--- src/sv/bcz_pkg.sv ---
package bcz_pkg;

  // fixed widths of the payload and the selector word
  localparam int unsigned VALUE_W = 9;
  localparam int unsigned BYTE_W  = 8;
  localparam int unsigned SEL_W   = 32;
  localparam int unsigned COUNT_W = 6;

  // coefficient that stands for a zero byte with its selector bit set
  localparam logic [VALUE_W-1:0] COEF_HIGH = 9'd256;

  // kind codes
  localparam logic KIND_DATA = 1'b0;
  localparam logic KIND_SEL  = 1'b1;

  // direction codes
  localparam logic DIR_ENCODE = 1'b0;
  localparam logic DIR_DECODE = 1'b1;

  typedef struct packed {
    logic               kind;
    logic [VALUE_W-1:0] value;
    logic               last;
  } item_t;

  typedef struct packed {
    logic               kind;
    logic [VALUE_W-1:0] value;
    logic               last;
    logic               ovf;
  } result_t;

  // selector trailer handed from the state logic to the output stage
  typedef struct packed {
    logic             start;
    logic [SEL_W-1:0] word;
    logic             ovf;
  } tail_t;

endpackage

--- src/sv/byte_codec_with_zero_selector_top.sv ---
// Zero-selector byte codec for coefficients mod 257.
// Input channel: in_valid / in_stall with kind, value, last. Output
// channel: out_valid / out_stall with out_kind, out_value, out_last,
// overflow. Config channel: cfg_valid / cfg_ready / cfg_data sets the
// direction (0 encode, 1 decode); write it only while the block is idle.
// An item passes the input register, then the result register. One item
// is taken per cycle while the output does not stall; in encode mode a
// data item marked last also emits SEL_BYTES selector bytes, one per
// unstalled cycle from the trailer sequencer, while input holds off.
// Selector byte loads in decode mode give no result. Reset (rst,
// synchronous) empties both registers, selects encode and clears the
// zero counter, selector word and overflow flag. When the receiver
// stalls, the result holds; one more item is taken into the input
// register, then in_stall rises until the result drains.
module byte_codec_with_zero_selector_top #(
  parameter int unsigned SEL_BITS  = 32,
  parameter int unsigned SEL_BYTES = 4
) (
  input  logic                        clk,
  input  logic                        rst,
  input  logic                        in_valid,
  output logic                        in_stall,
  input  logic                        kind,
  input  logic [bcz_pkg::VALUE_W-1:0] value,
  input  logic                        last,
  output logic                        out_valid,
  input  logic                        out_stall,
  output logic                        out_kind,
  output logic [bcz_pkg::VALUE_W-1:0] out_value,
  output logic                        out_last,
  output logic                        overflow,
  input  logic                        cfg_valid,
  output logic                        cfg_ready,
  input  logic                        cfg_data
);

  logic             direction;
  logic             a_valid;
  bcz_pkg::item_t   a_item;
  logic             a_move;
  logic             has_result;
  logic             free;
  bcz_pkg::result_t result;
  bcz_pkg::tail_t   tail;

  assign cfg_ready = 1'b1;

  // direction register
  always_ff @(posedge clk) begin
    if (rst) begin
      direction <= bcz_pkg::DIR_ENCODE;
    end else if (cfg_valid && cfg_ready) begin
      direction <= cfg_data;
    end
  end

  // input register advances when its result has room, or it has no result
  assign a_move   = a_valid && (!has_result || free);
  assign in_stall = a_valid && !a_move;

  always_ff @(posedge clk) begin
    if (rst) begin
      a_valid <= 1'b0;
    end else if (in_valid && !in_stall) begin
      a_valid      <= 1'b1;
      a_item.kind  <= kind;
      a_item.value <= value;
      a_item.last  <= last;
    end else if (a_move) begin
      a_valid <= 1'b0;
    end
  end

  bcz_state #(
    .SEL_BITS  (SEL_BITS),
    .SEL_BYTES (SEL_BYTES)
  ) u_state (
    .clk        (clk),
    .rst        (rst),
    .direction  (direction),
    .step       (a_move),
    .item       (a_item),
    .has_result (has_result),
    .result     (result),
    .tail       (tail)
  );

  bcz_out #(
    .SEL_BYTES (SEL_BYTES)
  ) u_out (
    .clk       (clk),
    .rst       (rst),
    .load      (a_move && has_result),
    .res       (result),
    .tail      (tail),
    .out_stall (out_stall),
    .free      (free),
    .out_valid (out_valid),
    .out_kind  (out_kind),
    .out_value (out_value),
    .out_last  (out_last),
    .overflow  (overflow)
  );

endmodule

--- src/sv/bcz_state.sv ---
module bcz_state #(
  parameter int unsigned SEL_BITS  = 32,
  parameter int unsigned SEL_BYTES = 4
) (
  input  logic             clk,
  input  logic             rst,
  input  logic             direction,
  input  logic             step,
  input  bcz_pkg::item_t   item,
  output logic             has_result,
  output bcz_pkg::result_t result,
  output bcz_pkg::tail_t   tail
);

  localparam int unsigned TOP_SHIFT = 8 * (SEL_BYTES - 1);

  logic [bcz_pkg::COUNT_W-1:0] zero_count, zero_count_next;
  logic [bcz_pkg::SEL_W-1:0]   selector_word, selector_word_next;
  logic                        overflow_seen, overflow_seen_next;

  logic [bcz_pkg::BYTE_W-1:0]  in_byte;
  logic                        is_zero;
  logic                        in_range;

  assign in_byte  = item.value[bcz_pkg::BYTE_W-1:0];
  assign is_zero  = (in_byte == '0);
  assign in_range = (zero_count < bcz_pkg::COUNT_W'(SEL_BITS));

  // a selector byte never gives a result
  assign has_result = (item.kind == bcz_pkg::KIND_DATA);

  // per-item state update and result
  always_comb begin
    zero_count_next    = zero_count;
    selector_word_next = selector_word;
    overflow_seen_next = overflow_seen;
    result.kind        = bcz_pkg::KIND_DATA;
    result.value       = {1'b0, in_byte};
    result.last        = 1'b0;
    result.ovf         = 1'b0;
    tail.start         = 1'b0;
    tail.word          = selector_word;
    tail.ovf           = overflow_seen;
    if (direction == bcz_pkg::DIR_ENCODE) begin
      if (item.kind == bcz_pkg::KIND_DATA) begin
        if (is_zero) begin
          if (!in_range) begin
            overflow_seen_next = 1'b1;
          end else begin
            if (item.value == bcz_pkg::COEF_HIGH) begin
              selector_word_next[zero_count[4:0]] = 1'b1;
            end
            zero_count_next = zero_count + 1'b1;
          end
        end
        result.ovf = overflow_seen_next;
        tail.word  = selector_word_next;
        tail.ovf   = overflow_seen_next;
        if (item.last) begin
          tail.start         = 1'b1;
          zero_count_next    = '0;
          selector_word_next = '0;
          overflow_seen_next = 1'b0;
        end
      end
    end else begin
      if (item.kind == bcz_pkg::KIND_SEL) begin
        selector_word_next = (selector_word >> bcz_pkg::BYTE_W) |
                             (bcz_pkg::SEL_W'(in_byte) << TOP_SHIFT);
      end else begin
        if (is_zero && in_range) begin
          result.value    = selector_word[zero_count[4:0]] ? bcz_pkg::COEF_HIGH : '0;
          zero_count_next = zero_count + 1'b1;
        end
        result.last = item.last;
        if (item.last) begin
          zero_count_next    = '0;
          selector_word_next = '0;
          overflow_seen_next = 1'b0;
        end
      end
    end
  end

  // codec state
  always_ff @(posedge clk) begin
    if (rst) begin
      zero_count    <= '0;
      selector_word <= '0;
      overflow_seen <= 1'b0;
    end else if (step) begin
      zero_count    <= zero_count_next;
      selector_word <= selector_word_next;
      overflow_seen <= overflow_seen_next;
    end
  end

endmodule

--- src/sv/bcz_out.sv ---
module bcz_out #(
  parameter int unsigned SEL_BYTES = 4
) (
  input  logic                        clk,
  input  logic                        rst,
  input  logic                        load,
  input  bcz_pkg::result_t            res,
  input  bcz_pkg::tail_t              tail,
  input  logic                        out_stall,
  output logic                        free,
  output logic                        out_valid,
  output logic                        out_kind,
  output logic [bcz_pkg::VALUE_W-1:0] out_value,
  output logic                        out_last,
  output logic                        overflow
);

  localparam int unsigned CW = $clog2(SEL_BYTES + 1);

  logic [CW-1:0]             trail_cnt;
  logic [bcz_pkg::SEL_W-1:0] trail_word;
  logic                      trail_ovf;

  // a new result may enter when the register empties and no trailer is pending
  assign free = (trail_cnt == '0) && (!out_valid || !out_stall);

  // result register and selector trailer sequencer
  always_ff @(posedge clk) begin
    if (rst) begin
      out_valid <= 1'b0;
      trail_cnt <= '0;
    end else if (load) begin
      out_valid <= 1'b1;
      out_kind  <= res.kind;
      out_value <= res.value;
      out_last  <= res.last;
      overflow  <= res.ovf;
      if (tail.start) begin
        trail_cnt  <= CW'(SEL_BYTES);
        trail_word <= tail.word;
        trail_ovf  <= tail.ovf;
      end
    end else if (out_valid && !out_stall) begin
      if (trail_cnt != '0) begin
        out_kind   <= bcz_pkg::KIND_SEL;
        out_value  <= {1'b0, trail_word[bcz_pkg::BYTE_W-1:0]};
        out_last   <= (trail_cnt == CW'(1));
        overflow   <= trail_ovf;
        trail_word <= trail_word >> bcz_pkg::BYTE_W;
        trail_cnt  <= trail_cnt - 1'b1;
      end else begin
        out_valid <= 1'b0;
      end
    end
  end

`ifndef SYNTHESIS
  a_trail_has_valid: assert property (@(posedge clk) disable iff (rst)
    trail_cnt != '0 |-> out_valid)
    else $error("selector trailer pending with empty result register");

  a_load_when_idle: assert property (@(posedge clk) disable iff (rst)
    load |-> trail_cnt == '0)
    else $error("result loaded over a pending trailer");

  a_trail_start: assert property (@(posedge clk) disable iff (rst)
    load && tail.start |=> trail_cnt == CW'(SEL_BYTES))
    else $error("trailer count not loaded after last coefficient");
`endif

endmodule
--- config.mk ---
export PLATFORM = sky130hd
export DESIGN_NAME = byte_codec_with_zero_selector_top
export DESIGN_NICKNAME = d
export VERILOG_FILES = /design/src/sv/bcz_pkg.sv /design/src/sv/byte_codec_with_zero_selector_top.sv /design/src/sv/bcz_state.sv /design/src/sv/bcz_out.sv
export SDC_FILE = /design/constraint.sdc
export NUM_CORES = 1
export LEC_CHECK = 0
export ABC_AREA = 1
export BUFFER_PORTS_ARGS = -buffer_cell sky130_fd_sc_hd__buf_2
export CORE_MARGIN = 10
export CORE_UTILIZATION = 40
export DETAILED_ROUTE_END_ITERATION = 10
export PLACE_DENSITY_LB_ADDON = 0.08
export SYNTH_ARGS = -nofsm -noshare
export SYNTH_HDL_FRONTEND = slang
export SYNTH_SLANG_ARGS = --single-unit
--- constraint.sdc ---
create_clock -name clk -period 3.5 [get_ports clk]
set_input_delay 0.525 -clock clk [delete_from_list [all_inputs] [get_ports clk]]
set_output_delay 0.525 -clock clk [all_outputs]
set_load 0.02 [all_outputs]
## After elaboration in Yosys (flattened, before gate mapping)

Index checks and enable logic that the tools add are counted.

- Bits in latches: 0
- Bits in read-only memories: 0
- Memories: 0
- Output and inout port bits: 15
- Memory bits (writable): 0
- Register bits: 101

- Equal/unequal tests: 8
- Shift operators: 0
- Multiplexer cells: 60
- Order comparisons: 3
- Add/subtract/negate cells: 2
- Reductions and logical operators: 31
- Multipliers: 0
- Div/mod/pow operators: 0
- Bitwise operators: 4

Operator list:

| cell | number |
|---|---|
| 32-bit 2-to-1 mux | 12 |
| 34-bit 2-to-1 mux | 2 |
| 6-bit 2-to-1 mux | 8 |
| 9-bit 2-to-1 mux | 5 |
| 24-bit by 32-bit bitwise OR with 32-bit output | 1 |
| 32-bit bitwise OR | 1 |
| 1-bit 2-to-1 mux | 25 |
| 10-bit 2-to-1 mux | 2 |
| 3-bit AND reduction | 5 |
| 3-bit 2-to-1 mux | 4 |
| 9-bit equality test (second input constant) | 1 |
| 3-bit nonzero test | 3 |
| 1-bit logical AND | 8 |
| 8-bit logical NOT | 1 |
| 6-bit by 1-bit adder with 6-bit output (second input constant) | 1 |
| 5-bit by 6-bit < comparator with 1-bit output (second input constant) | 1 |
| 6-bit < comparator (second input constant) | 1 |
| 3-bit by 1-bit inequality test with 1-bit output (second input constant) | 2 |
| 2-bit nonzero test | 3 |
| 1-bit binary-select mux with 5-bit select | 1 |
| 1-bit demux with 5-bit select | 1 |
| 5-bit by 1-bit greater-or-equal comparator with 1-bit output (second input constant) | 1 |
| 5-bit AND reduction | 1 |
| 1-bit logical NOT | 4 |
| 9 further kinds | 14 |

## Longest topological paths before layout

Gate-level depths: netlist of run 1.

- Depth after elaboration: 12
- Mapped depth: 11

## Cells and area by module

From an unflattened synthesis of run 1, not the netlist that was laid out.

- Cells, all modules: 782
- Area, all modules: 5649.2 um^2

Modules (own cells, without submodules):

| module | cells an instance | times used | area each (um^2) |
|---|---|---|---|
| bcz_state | 534 | 1 | 3027.9 |
| bcz_out | 215 | 1 | 2159.6 |
| byte_codec_with_zero_selector_top | 33 | 1 | 461.7 |

## Worst setup path before layout of run 1

OpenSTA, ideal clock, no wires.

- Kind: reg-to-reg
- Start: register u_out.trail_cnt[0]
- End: register u_out.trail_word[0] (netlist name), enable pin
- Library setup time: 0.421 ns
- Stages on the path, launching flop included: 9
- Path slack: 0.606 ns
- Buffers on the path: 0
- Data arrival time: 2.473 ns
- Cells stage by stage: dfxtp_1 -> inv_1 -> ha_1 -> inv_1 -> nor2_4 -> nand4_4 -> nor2_1 -> nor2_1 -> nor2_1

- Longest elaborated chain between the ends: 7
- Elaborated cells on any way between the ends: 10

Ends and longest elaborated chain:

| element | line | text |
|---|---|---|
| start, declared | bcz_out.sv:20 | `logic [CW-1:0] trail_cnt;` |
| start signal, assigned | bcz_out.sv:39 | `trail_cnt <= CW'(SEL_BYTES);` |
| start signal, assigned | bcz_out.sv:50 | `trail_cnt <= trail_cnt - 1'b1;` |
| 3-bit logical NOT | bcz_out.sv:25 | `assign free = (trail_cnt == '0) && (!out_valid \|\| !out_stall);` |
| 1-bit logical AND | bcz_out.sv:25 |  |
| 1-bit logical OR | byte_codec_with_zero_selector_top.sv:58 | `assign a_move = a_valid && (!has_result \|\| free);` |
| 1-bit logical AND | byte_codec_with_zero_selector_top.sv:58 |  |
| 1-bit logical AND | byte_codec_with_zero_selector_top.sv:93 | `.load (a_move && has_result),` |
| 2-bit inequality test (no source line) / 2-bit nonzero test (equally long branches) | n/a |  |
| 4-bit AND reduction (no source line) * | n/a |  |
| end signal, assigned | bcz_out.sv:40 | `trail_word <= tail.word;` |
| end signal, assigned | bcz_out.sv:49 | `trail_word <= trail_word >> bcz_pkg::BYTE_W;` |
| end, declared | bcz_out.sv:21 | `logic [bcz_pkg::SEL_W-1:0] trail_word;` |

Every way passes the cells marked *; elsewhere a longest branch is shown, timed or not.
A chain may end at the register's enable or synchronous reset.

## Worst setup path in the final report of run 1

- Start: register a_item[0] (netlist name)
- End: register u_state.selector_word[9] (netlist name)

- Longest elaborated chain between the ends: 3
- Elaborated cells on any way between the ends: 5

Ends and longest elaborated chain:

| element | line | text |
|---|---|---|
| start, declared | byte_codec_with_zero_selector_top.sv:39 | `bcz_pkg::item_t a_item;` |
| 32-bit 2-to-1 mux | bcz_state.sv:59 | `if (item.last) begin` |
| 32-bit 2-to-1 mux | bcz_state.sv:45 | `if (item.kind == bcz_pkg::KIND_DATA) begin` |
| 32-bit 2-to-1 mux | bcz_state.sv:44 | `if (direction == bcz_pkg::DIR_ENCODE) begin` |
| end signal, assigned | bcz_state.sv:93 | `selector_word <= selector_word_next;` |
| end, declared | bcz_state.sv:18 | `logic [bcz_pkg::SEL_W-1:0] selector_word, selector_word_next;` |

Several ways; a longest one is shown, not always the timed one. The select of a mux whose other input is x is not followed.

==> results of run 1 <==
==> flip-flops by register name, summed over array words and instances (netlist names) <==
signal and flops:
u_out.trail_cnt 3, u_state.overflow_seen 1, direction 1, u_state.zero_count 6, u_out.out_kind 1, u_out.out_valid 1
u_out.trail_word 32, a_valid 1, a_item 11, u_out.trail_ovf 1, u_out.out_value 9, u_out.overflow 1
u_out.out_last 1, u_state.selector_word 32
==> placed cells by master (no fill, tap or decap), types with 3 or more instances in the layout <==
| cell | count |
|---|---|
| sky130_fd_sc_hd__o21ai_1 | 10 |
| sky130_fd_sc_hd__clkbuf_16 | 9 |
| sky130_fd_sc_hd__inv_2 | 8 |
| sky130_fd_sc_hd__a21oi_2 | 28 |
| sky130_fd_sc_hd__buf_4 | 10 |
| sky130_fd_sc_hd__nand2_1 | 289 |
| sky130_fd_sc_hd__nor2_1 | 74 |
| sky130_fd_sc_hd__nor2_2 | 32 |
| sky130_fd_sc_hd__dfxtp_1 | 45 |
| sky130_fd_sc_hd__clkinvlp_4 | 3 |
| sky130_fd_sc_hd__nand4_1 | 34 |
| sky130_fd_sc_hd__buf_2 | 30 |
| sky130_fd_sc_hd__a21oi_1 | 46 |
| sky130_fd_sc_hd__nand3_1 | 29 |
| sky130_fd_sc_hd__o21ai_0 | 12 |
| sky130_fd_sc_hd__inv_1 | 62 |
| sky130_fd_sc_hd__nor2_4 | 3 |
| sky130_fd_sc_hd__ha_1 | 10 |
| sky130_fd_sc_hd__edfxtp_1 | 56 |
==> critical path: cells and delay by family (launching register included) <==
kind | cells | cell delay [ps]
simple gates | 4 | 850
compound gates | 1 | 120
flops | 1 | 630
buf+inv | 2 | 660
==> cell type report <==
cell class	count	area [um^2]	share of cell area [%]
timing repair buffer	40	225.2	3.517
multi-input combinational	581	2800	43.73
sequential	101	2582	40.33
clock buffer	10	229.0	3.576
inverter	71	266.5	4.162
clock inverter	6	70.07	1.094
tap	184	230.2	3.595
==> worst max path at each step <==
stage | startpoint | depth (start not counted) | endpoint | slack, ps
finish | a_item[0] | 7 | u_state.selector_word[9] | 1150
global route | u_out.trail_cnt[0] | 11 | u_state.zero_count[5] | 890
CTS | u_out.trail_cnt[0] | 10 | u_state.zero_count[4] | 1130
detailed placement | out_stall | 9 | u_state.zero_count[5] | 1150
global placement | out_stall | 9 | u_state.zero_count[5] | 1180
floorplan | u_out.trail_cnt[0] | 8 | u_out.trail_word[0] | 610
==> routing by layer <==
layer  vias up  GRT usage, %  wire (um)
met4         0         6.848        382
met5         -             0          0
met3        25         2.370        909
li1       2566             -          -
met2       152         26.62       7775
met1      2433         22.56       7694
==> cells by family after synthesis <==
| logic type | Yosys count | share of synthesized area, % |
|---|---|---|
| AND/OR/NAND/NOR | 466 | 34.11 |
| AO/OA/AOI/OAI | 100 | 10.47 |
| other | 1 | 0.06366 |
| XOR/XNOR | 4 | 0.5948 |
| flip-flops | 101 | 43.84 |
| buffers and inverters | 114 | 8.793 |
| adder cells (fa/ha/maj) | 10 | 2.124 |
==> power groups by stage <==
stage	clock [mW]	combinational [mW]	sequential, mW
4_1_cts	1.06	0.276	1.30
5_1_grt	1.12	0.310	1.30
3_5_place_dp	0	0.275	1.33
6_report	1.04	0.275	1.30
3_3_place_gp	0	0.271	1.33
2_1_floorplan	0	0.206	1.32
==> metrics list, run 1 <==
* Seq pwr share: 49.7%
- Port buffering added 30 buffers.
- Measured in cells, the most critical reg-to-reg path has a length of 7.
- Clock transition at the register clock pins on the worst setup and hold paths after CTS: 70 ps
- TritonCTS built the clock tree.
- Startpoint of the lowest-slack hold path: last
- Setup violations remaining at the end of the flow were counted as 0.
- Switching portion of total power: 26.72%
- Power density relative to cell area: 408.4 nW/um^2
* Slew at the pin with the worst max-slew slack: 1183 ps
- By area the synthesized netlist is led by sky130_fd_sc_hd__edfxtp_1 29%, sky130_fd_sc_hd__nand2_1 18%, sky130_fd_sc_hd__dfxtp_1 15%, sky130_fd_sc_hd__nor2_1 4.8%, sky130_fd_sc_hd__a21oi_2 4.2%.
* Destination of the worst hold path: a_item[0]
- Std cell rows: 44
- Routed wire per std cell: 16.88 um
- The clock reaches the later pin of the worst-skew pair after 350 ps.
* Synth warn: 0
- Number of antenna violations at the first check in global routing: 0
- Across the routed clock network, the largest skew measured is 9.875 ps.
* WP data required: 3790 ps
- Cells with a size suffix above 1 make up 16.19% of the layout.
* Area fraction of the dominant cell type after synthesis: 28.55%
- After detailed routing, the total wire length is 16760 um.
* Critical path type: reg2reg
* Pin count of the biggest net entering global routing: 73
* Reported leakage power: 2.886 nW
* RSZ-0062 raised after global routing: no
- The die is 141.4 um tall.
- Counting instances, the worst hold path has a depth of 1.
* Slew Limit Headroom: 21.12%
* Worst hold slack across all endpoints: 340.6 ps
- CTS Root Buffer Type: sky130_fd_sc_hd__clkbuf_16
- Counting the buffers created by CTS gives 9.
- In the routed layout, each cell is associated on average with a via count of 5.212.
* Placer's final routability congestion estimate: 0.9244
- Total grt overflow: 0
* Post-synth top flop: sky130_fd_sc_hd__edfxtp_1
- First-pass GRT wire length: 26750 um
- The floorplan step defined a die boundary enclosing 19980 um^2.
- Cell taking the most area after synthesis: sky130_fd_sc_hd__edfxtp_1
* Total power consumption of the routed design: 2.615 mW
- STA classifies the critical path endpoint as a flop.
- In this run the standard cell core region covers 14480 um^2.
- Half-perimeter wire length after placement: 11270 um
* Pre-CTS setup slack: 1147 ps
* Number of pins with negative max-slew slack in the final report: 0
* Hold_buf cts: 0
- Summing all placed instances gives a cell area of 6105 um^2.
- The internal power of the cells totals 1.916 mW.
- Post-Route Setup TNS: 0 ps
- R2R setup slack: 1150 ps
- After clock tree synthesis, the setup repair step added 0 buffers.
- The cell count after synthesis came out at 796.
* Count of nets left with antenna violations after detail routing: 0
- Power share of the combinational group: 10.5%
- The number of hold-slack violations in the final timing report came to 0.
* Switching Power: 0.6988 mW
- Total of fill cells in the finished design: 1501
- Total non-filler cell area in the finished layout: 6404 um^2
- Remaining routing DRC violations: 0
- Number of instances in the placed design: 977
- Count of H-tree levels built during CTS: 3
- IR analysis of the VDD net gives a maximum drop of 0.2224 mV.
- The synthesized design contains 56 enable-type register cells.
* Resize count post-CTS: 0
- Bufs on Longest Clock Path: 2
- Unique masters post-synth: 32
- Traced cell by cell, the critical path runs through inv_2 > nand3_1 > nand4_4 > buf_4 > nand2_1 > nand2_1 > a21oi_2.
- The clock network accounts for 39.8% of the total power.
- DRC marker count from the first detailed-route iteration: 412
- The run finished with clean final reports.
* Growth of design area from synthesis to finish: 8.709%
* Layout Nets: 831
* Final antenna diode count: 0
- Of all flip-flops after synthesis, the portion carrying an async set or reset was 0%.
- Measured along the x axis, the die boundary spans 141.4 um.
- Crit path DAT: 2640 ps
- Slowest cell on the critical path: sky130_fd_sc_hd__edfxtp_1
* Vias: 5176
- Avg Cell Area, Syn: 7.400 um^2
- Flops & latches, synth: 101
- STA classifies the critical path startpoint as a flop.
- Final core utilization: 44.23%
* Vias in the first global route: 4922
- Drt first pass iters: 5
- After synthesis the cells add up to 5891 um^2.
- Startpoint of the most critical register-to-register path: a_item[0]
* Sequential share of the synthesized area: 43.84%
- Yosys instantiated no cell more often than sky130_fd_sc_hd__nand2_1.
* Min Tclk post-route: 2351 ps
- Initial core utilization: 40.68%
- Post-Synthesis Net Count: 823
- Setup slack closes at 1149 ps.
- Final cell count without fillers: 993
* Commonest cells in the netlist: 289 x sky130_fd_sc_hd__nand2_1, 76 x sky130_fd_sc_hd__nor2_1, 62 x sky130_fd_sc_hd__inv_1, 56 x sky130_fd_sc_hd__edfxtp_1, 46 x sky130_fd_sc_hd__a21oi_1
- Global routing consumed, over all layers together, 16.84% of the routing resources.
- 32 I/O pins were placed.
- Clock Sink Count: 101
- Worst r2r dst: u_state.selector_word[9]
- Max-cap violations in this run came to 0.
* Fin crit share: 67.18%
* HP Class: in2reg
- Fmax: 0.4253 GHz
- Largest fanout on the critical path: 33
* Cell occurring most often along the worst timing path: sky130_fd_sc_hd__nand2_1
* Peak per-stage delay on the critical path: 630 ps
(Power assumes the default switching activity.)
==> run 2, diff against run 1 <==
==> constraint.sdc (replaced) <==
create_clock -name clk -period 2.4 [get_ports clk]
set_input_delay 0.36 -clock clk [delete_from_list [all_inputs] [get_ports clk]]
set_output_delay 0.36 -clock clk [all_outputs]
set_load 0.02 [all_outputs]
==> metrics list, run 2 (synthesized netlist as in run 1, its figures left out) <==
* Max Cap Violations: 0 (unchanged)
- The endpoint type of the worst setup path was an output pin (was flop).
* Reported leakage power: 2.908 nW (was 2.886 nW)
* Slew at the pin with the worst max-slew slack: 649.7 ps (was 1183 ps)
* Floorplan Core Area: 14480 um^2 (unchanged)
* First-pass GRT wire length: 26920 um (was 26750 um)
- The chip height is 141.4 um (unchanged).
- The sum of negative setup slack was 0 ps (unchanged).
- Routed wire per std cell: 16.89 um (was 16.88 um)
- The worst path uses 83.64% of the clock period.
* Growth of design area from synthesis to finish: 9.133% (was 8.709%)
- Total of fill cells in the finished design: 1515 (was 1501)
- Share of final-layout standard cells stronger than drive strength 1: 16.34% (was 16.19%)
- The footprint of the multi-input gates was 2800 um^2 (unchanged).
- Bufs on Longest Clock Path: 2 (unchanged)
- The max-slew violation count was 0 (unchanged).
- The CTS tree is built (unchanged).
- Vias: 5190 (was 5176)
* Final setup viols: 0 (unchanged)
- Result of the run: finished clean (unchanged)
- Resize count post-CTS: 0 (unchanged)
- The post-layout utilization of the core is 44.40% (was 44.23%).
* Endpoints failing hold: 0 (unchanged)
* Placer's final routability congestion estimate: 0.8794 (was 0.9244)
- The starting density of the core is 40.68% (unchanged).
- The number of clock sinks seen by CTS was 101 (unchanged).
* Slew Limit Headroom: 56.69% (was 21.12%)
* Power density relative to cell area: 568.2 nW/um^2 (was 408.4 nW/um^2)
* Worst-case clock skew: 9.103 ps (was 9.875 ps)
- The instance area at placement came to 6167 um^2 (was 6105 um^2).
* Clock transition at the register clock pins on the worst setup and hold paths after CTS: 70 ps (about the same)
- Half-perimeter wire length after placement: 11340 um (was 11270 um)
* Min Tclk post-route: 2007 ps
- The via-per-instance ratio is 5.200 (was 5.212).
* Clock insertion delay at the later pin of the skew report: 360 ps (was 350 ps)
- Final cell count without fillers: 998 (was 993)
* Registers with the most flip-flops: u_out.trail_word x32, u_state.selector_word x32, a_item x11 (unchanged)
- Die X-Extent: 141.4 um (unchanged)
- Worst VDD drop: 0.3732 mV (was 0.2224 mV)
- Count of H-tree levels built during CTS: 3 (unchanged)
* Final antenna diode count: 0 (unchanged)
- The final standard cell area without fillers was 6429 um^2 (was 6404 um^2).
- The remaining antenna violation count after routing came to 0 (unchanged).
- The most common cell after layout, fill and taps aside is sky130_fd_sc_hd__nand2_1 (unchanged).
- Sequential Area: 2582 um^2 (unchanged)
- The initial antenna violation count came to 0 (unchanged).
- The number of global-route vias before repair came to 4999 (was 4922).
- Number of instances in the placed design: 982 (was 977)
- Largest fanout on the critical path: 3 (was 33)
- The total routing resource utilization after global routing came to 17.01% (was 16.84%).
- The class of the tightest hold or removal check is in2reg (unchanged).
* Drt first pass iters: 5 (unchanged)
- RSZ-0062 raised after global routing: no (unchanged).
- Hold_buf cts: 0 (unchanged)
- The cell at the root of the clock tree is sky130_fd_sc_hd__clkbuf_16 (unchanged).
* Number of clock buffers inserted by TritonCTS: 9 (unchanged)
* Most used cells in the layout excluding fill and tap cells: 289 x sky130_fd_sc_hd__nand2_1, 74 x sky130_fd_sc_hd__nor2_1, 62 x sky130_fd_sc_hd__inv_1, 56 x sky130_fd_sc_hd__edfxtp_1, 46 x sky130_fd_sc_hd__a21oi_1 (unchanged)
- DRC marker count from the first detailed-route iteration: 345 (was 412)
- The critical path data required time was 2040 ps (was 3790 ps).
- The type of element launching the critical path is a flop (unchanged).
- The arrival time at the worst endpoint is 1650 ps (was 2640 ps).
* Std cell rows: 44 (unchanged)
- Total grt overflow: 0 (unchanged)
- I/O pin count: 32 (unchanged)
- Fmax: 0.4982 GHz
- Port Buffers: 30 (unchanged)
- Number of buffers added for setup after CTS: 0 (unchanged)
- Critical path type: reg2out (was reg2reg)
- The worst-case hold slack was 171.4 ps (was 340.6 ps).
- Final wirelength: 16860 um (was 16760 um)
- The pin count of the biggest net entering global routing was 65 (was 73).
- The post-route DRC violation count came to 0 (unchanged).
* Die area: 19980 um^2 (unchanged)
* Layout Nets: 836 (was 831)
[run 2: changes by cell type in the layout (fill, tap and decap cells not counted), sizes merged]
cell | before | now
buf | 40 | 45
clkinv | 1 | 4
clkbuf | 10 | 12
clkinvlp | 3 | 1
inv | 72 | 70
bufinv | 1 | 0
[run 2: stage by stage]
stage	total power [mW]	setup WS [ps]
after floorplan	2.228	35.44
after global placement	2.333	462.1
after detailed placement	2.339	384.1
after CTS	3.700	358.6
final	3.653	392.7
after global routing	3.807	141.7
[run 2: layer usage]
| layer | track usage, % | vias up | share of wire, % |
|---|---|---|---|
| met4 | 6.522 | 0 | 1.5 |
| met1 | 22.29 | 2460 | 47 |
| li1 | - | 2590 | - |
| met5 | 0 | - | 0 |
| met3 | 3.037 | 16 | 4.1 |
| met2 | 27.24 | 124 | 47 |
[run 2: layout make-up]
cell class / instances / share of cell area [%]
timing repair buffer: 45 / 4.476
sequential: 101 / 40.17
inverter: 71 / 4.146
multi-input combinational: 581 / 43.56
clock buffer: 12 / 3.678
tap: 184 / 3.581
clock inverter: 4 / 0.3893
[run 2: final timing paths]
| kind | startpoint | end | slack [ps] | cells after the start |
|---|---|---|---|---|
| worst min register to register | u_out.trail_cnt[1] | u_out.trail_cnt[1] | 470 | 2 |
| worst max register to register | u_out.trail_cnt[0] | u_out.trail_word[11] | 400 | 9 |
| worst min-delay path | value[1] | a_item[2] | 170 | 1 |
| worst max-delay path | u_out.trail_cnt[0] | in_stall | 390 | 8 |
[run 2: power by group]
part	internal, mW	total, mW	switching, mW
combinational	0.115	0.412	0.296
sequential	1.87	1.89	0.0226
clock	0.701	1.35	0.650
[run 2: critical path, stage by stage, from the launching register on]
cell and delay, ps:
sky130_fd_sc_hd__dfxtp_1 350, sky130_fd_sc_hd__inv_1 80, sky130_fd_sc_hd__ha_1 220, sky130_fd_sc_hd__inv_1 100, sky130_fd_sc_hd__nor2_4 50, sky130_fd_sc_hd__nand2_1 90, sky130_fd_sc_hd__nand2_2 90, sky130_fd_sc_hd__nor2_1 130
sky130_fd_sc_hd__buf_2 180
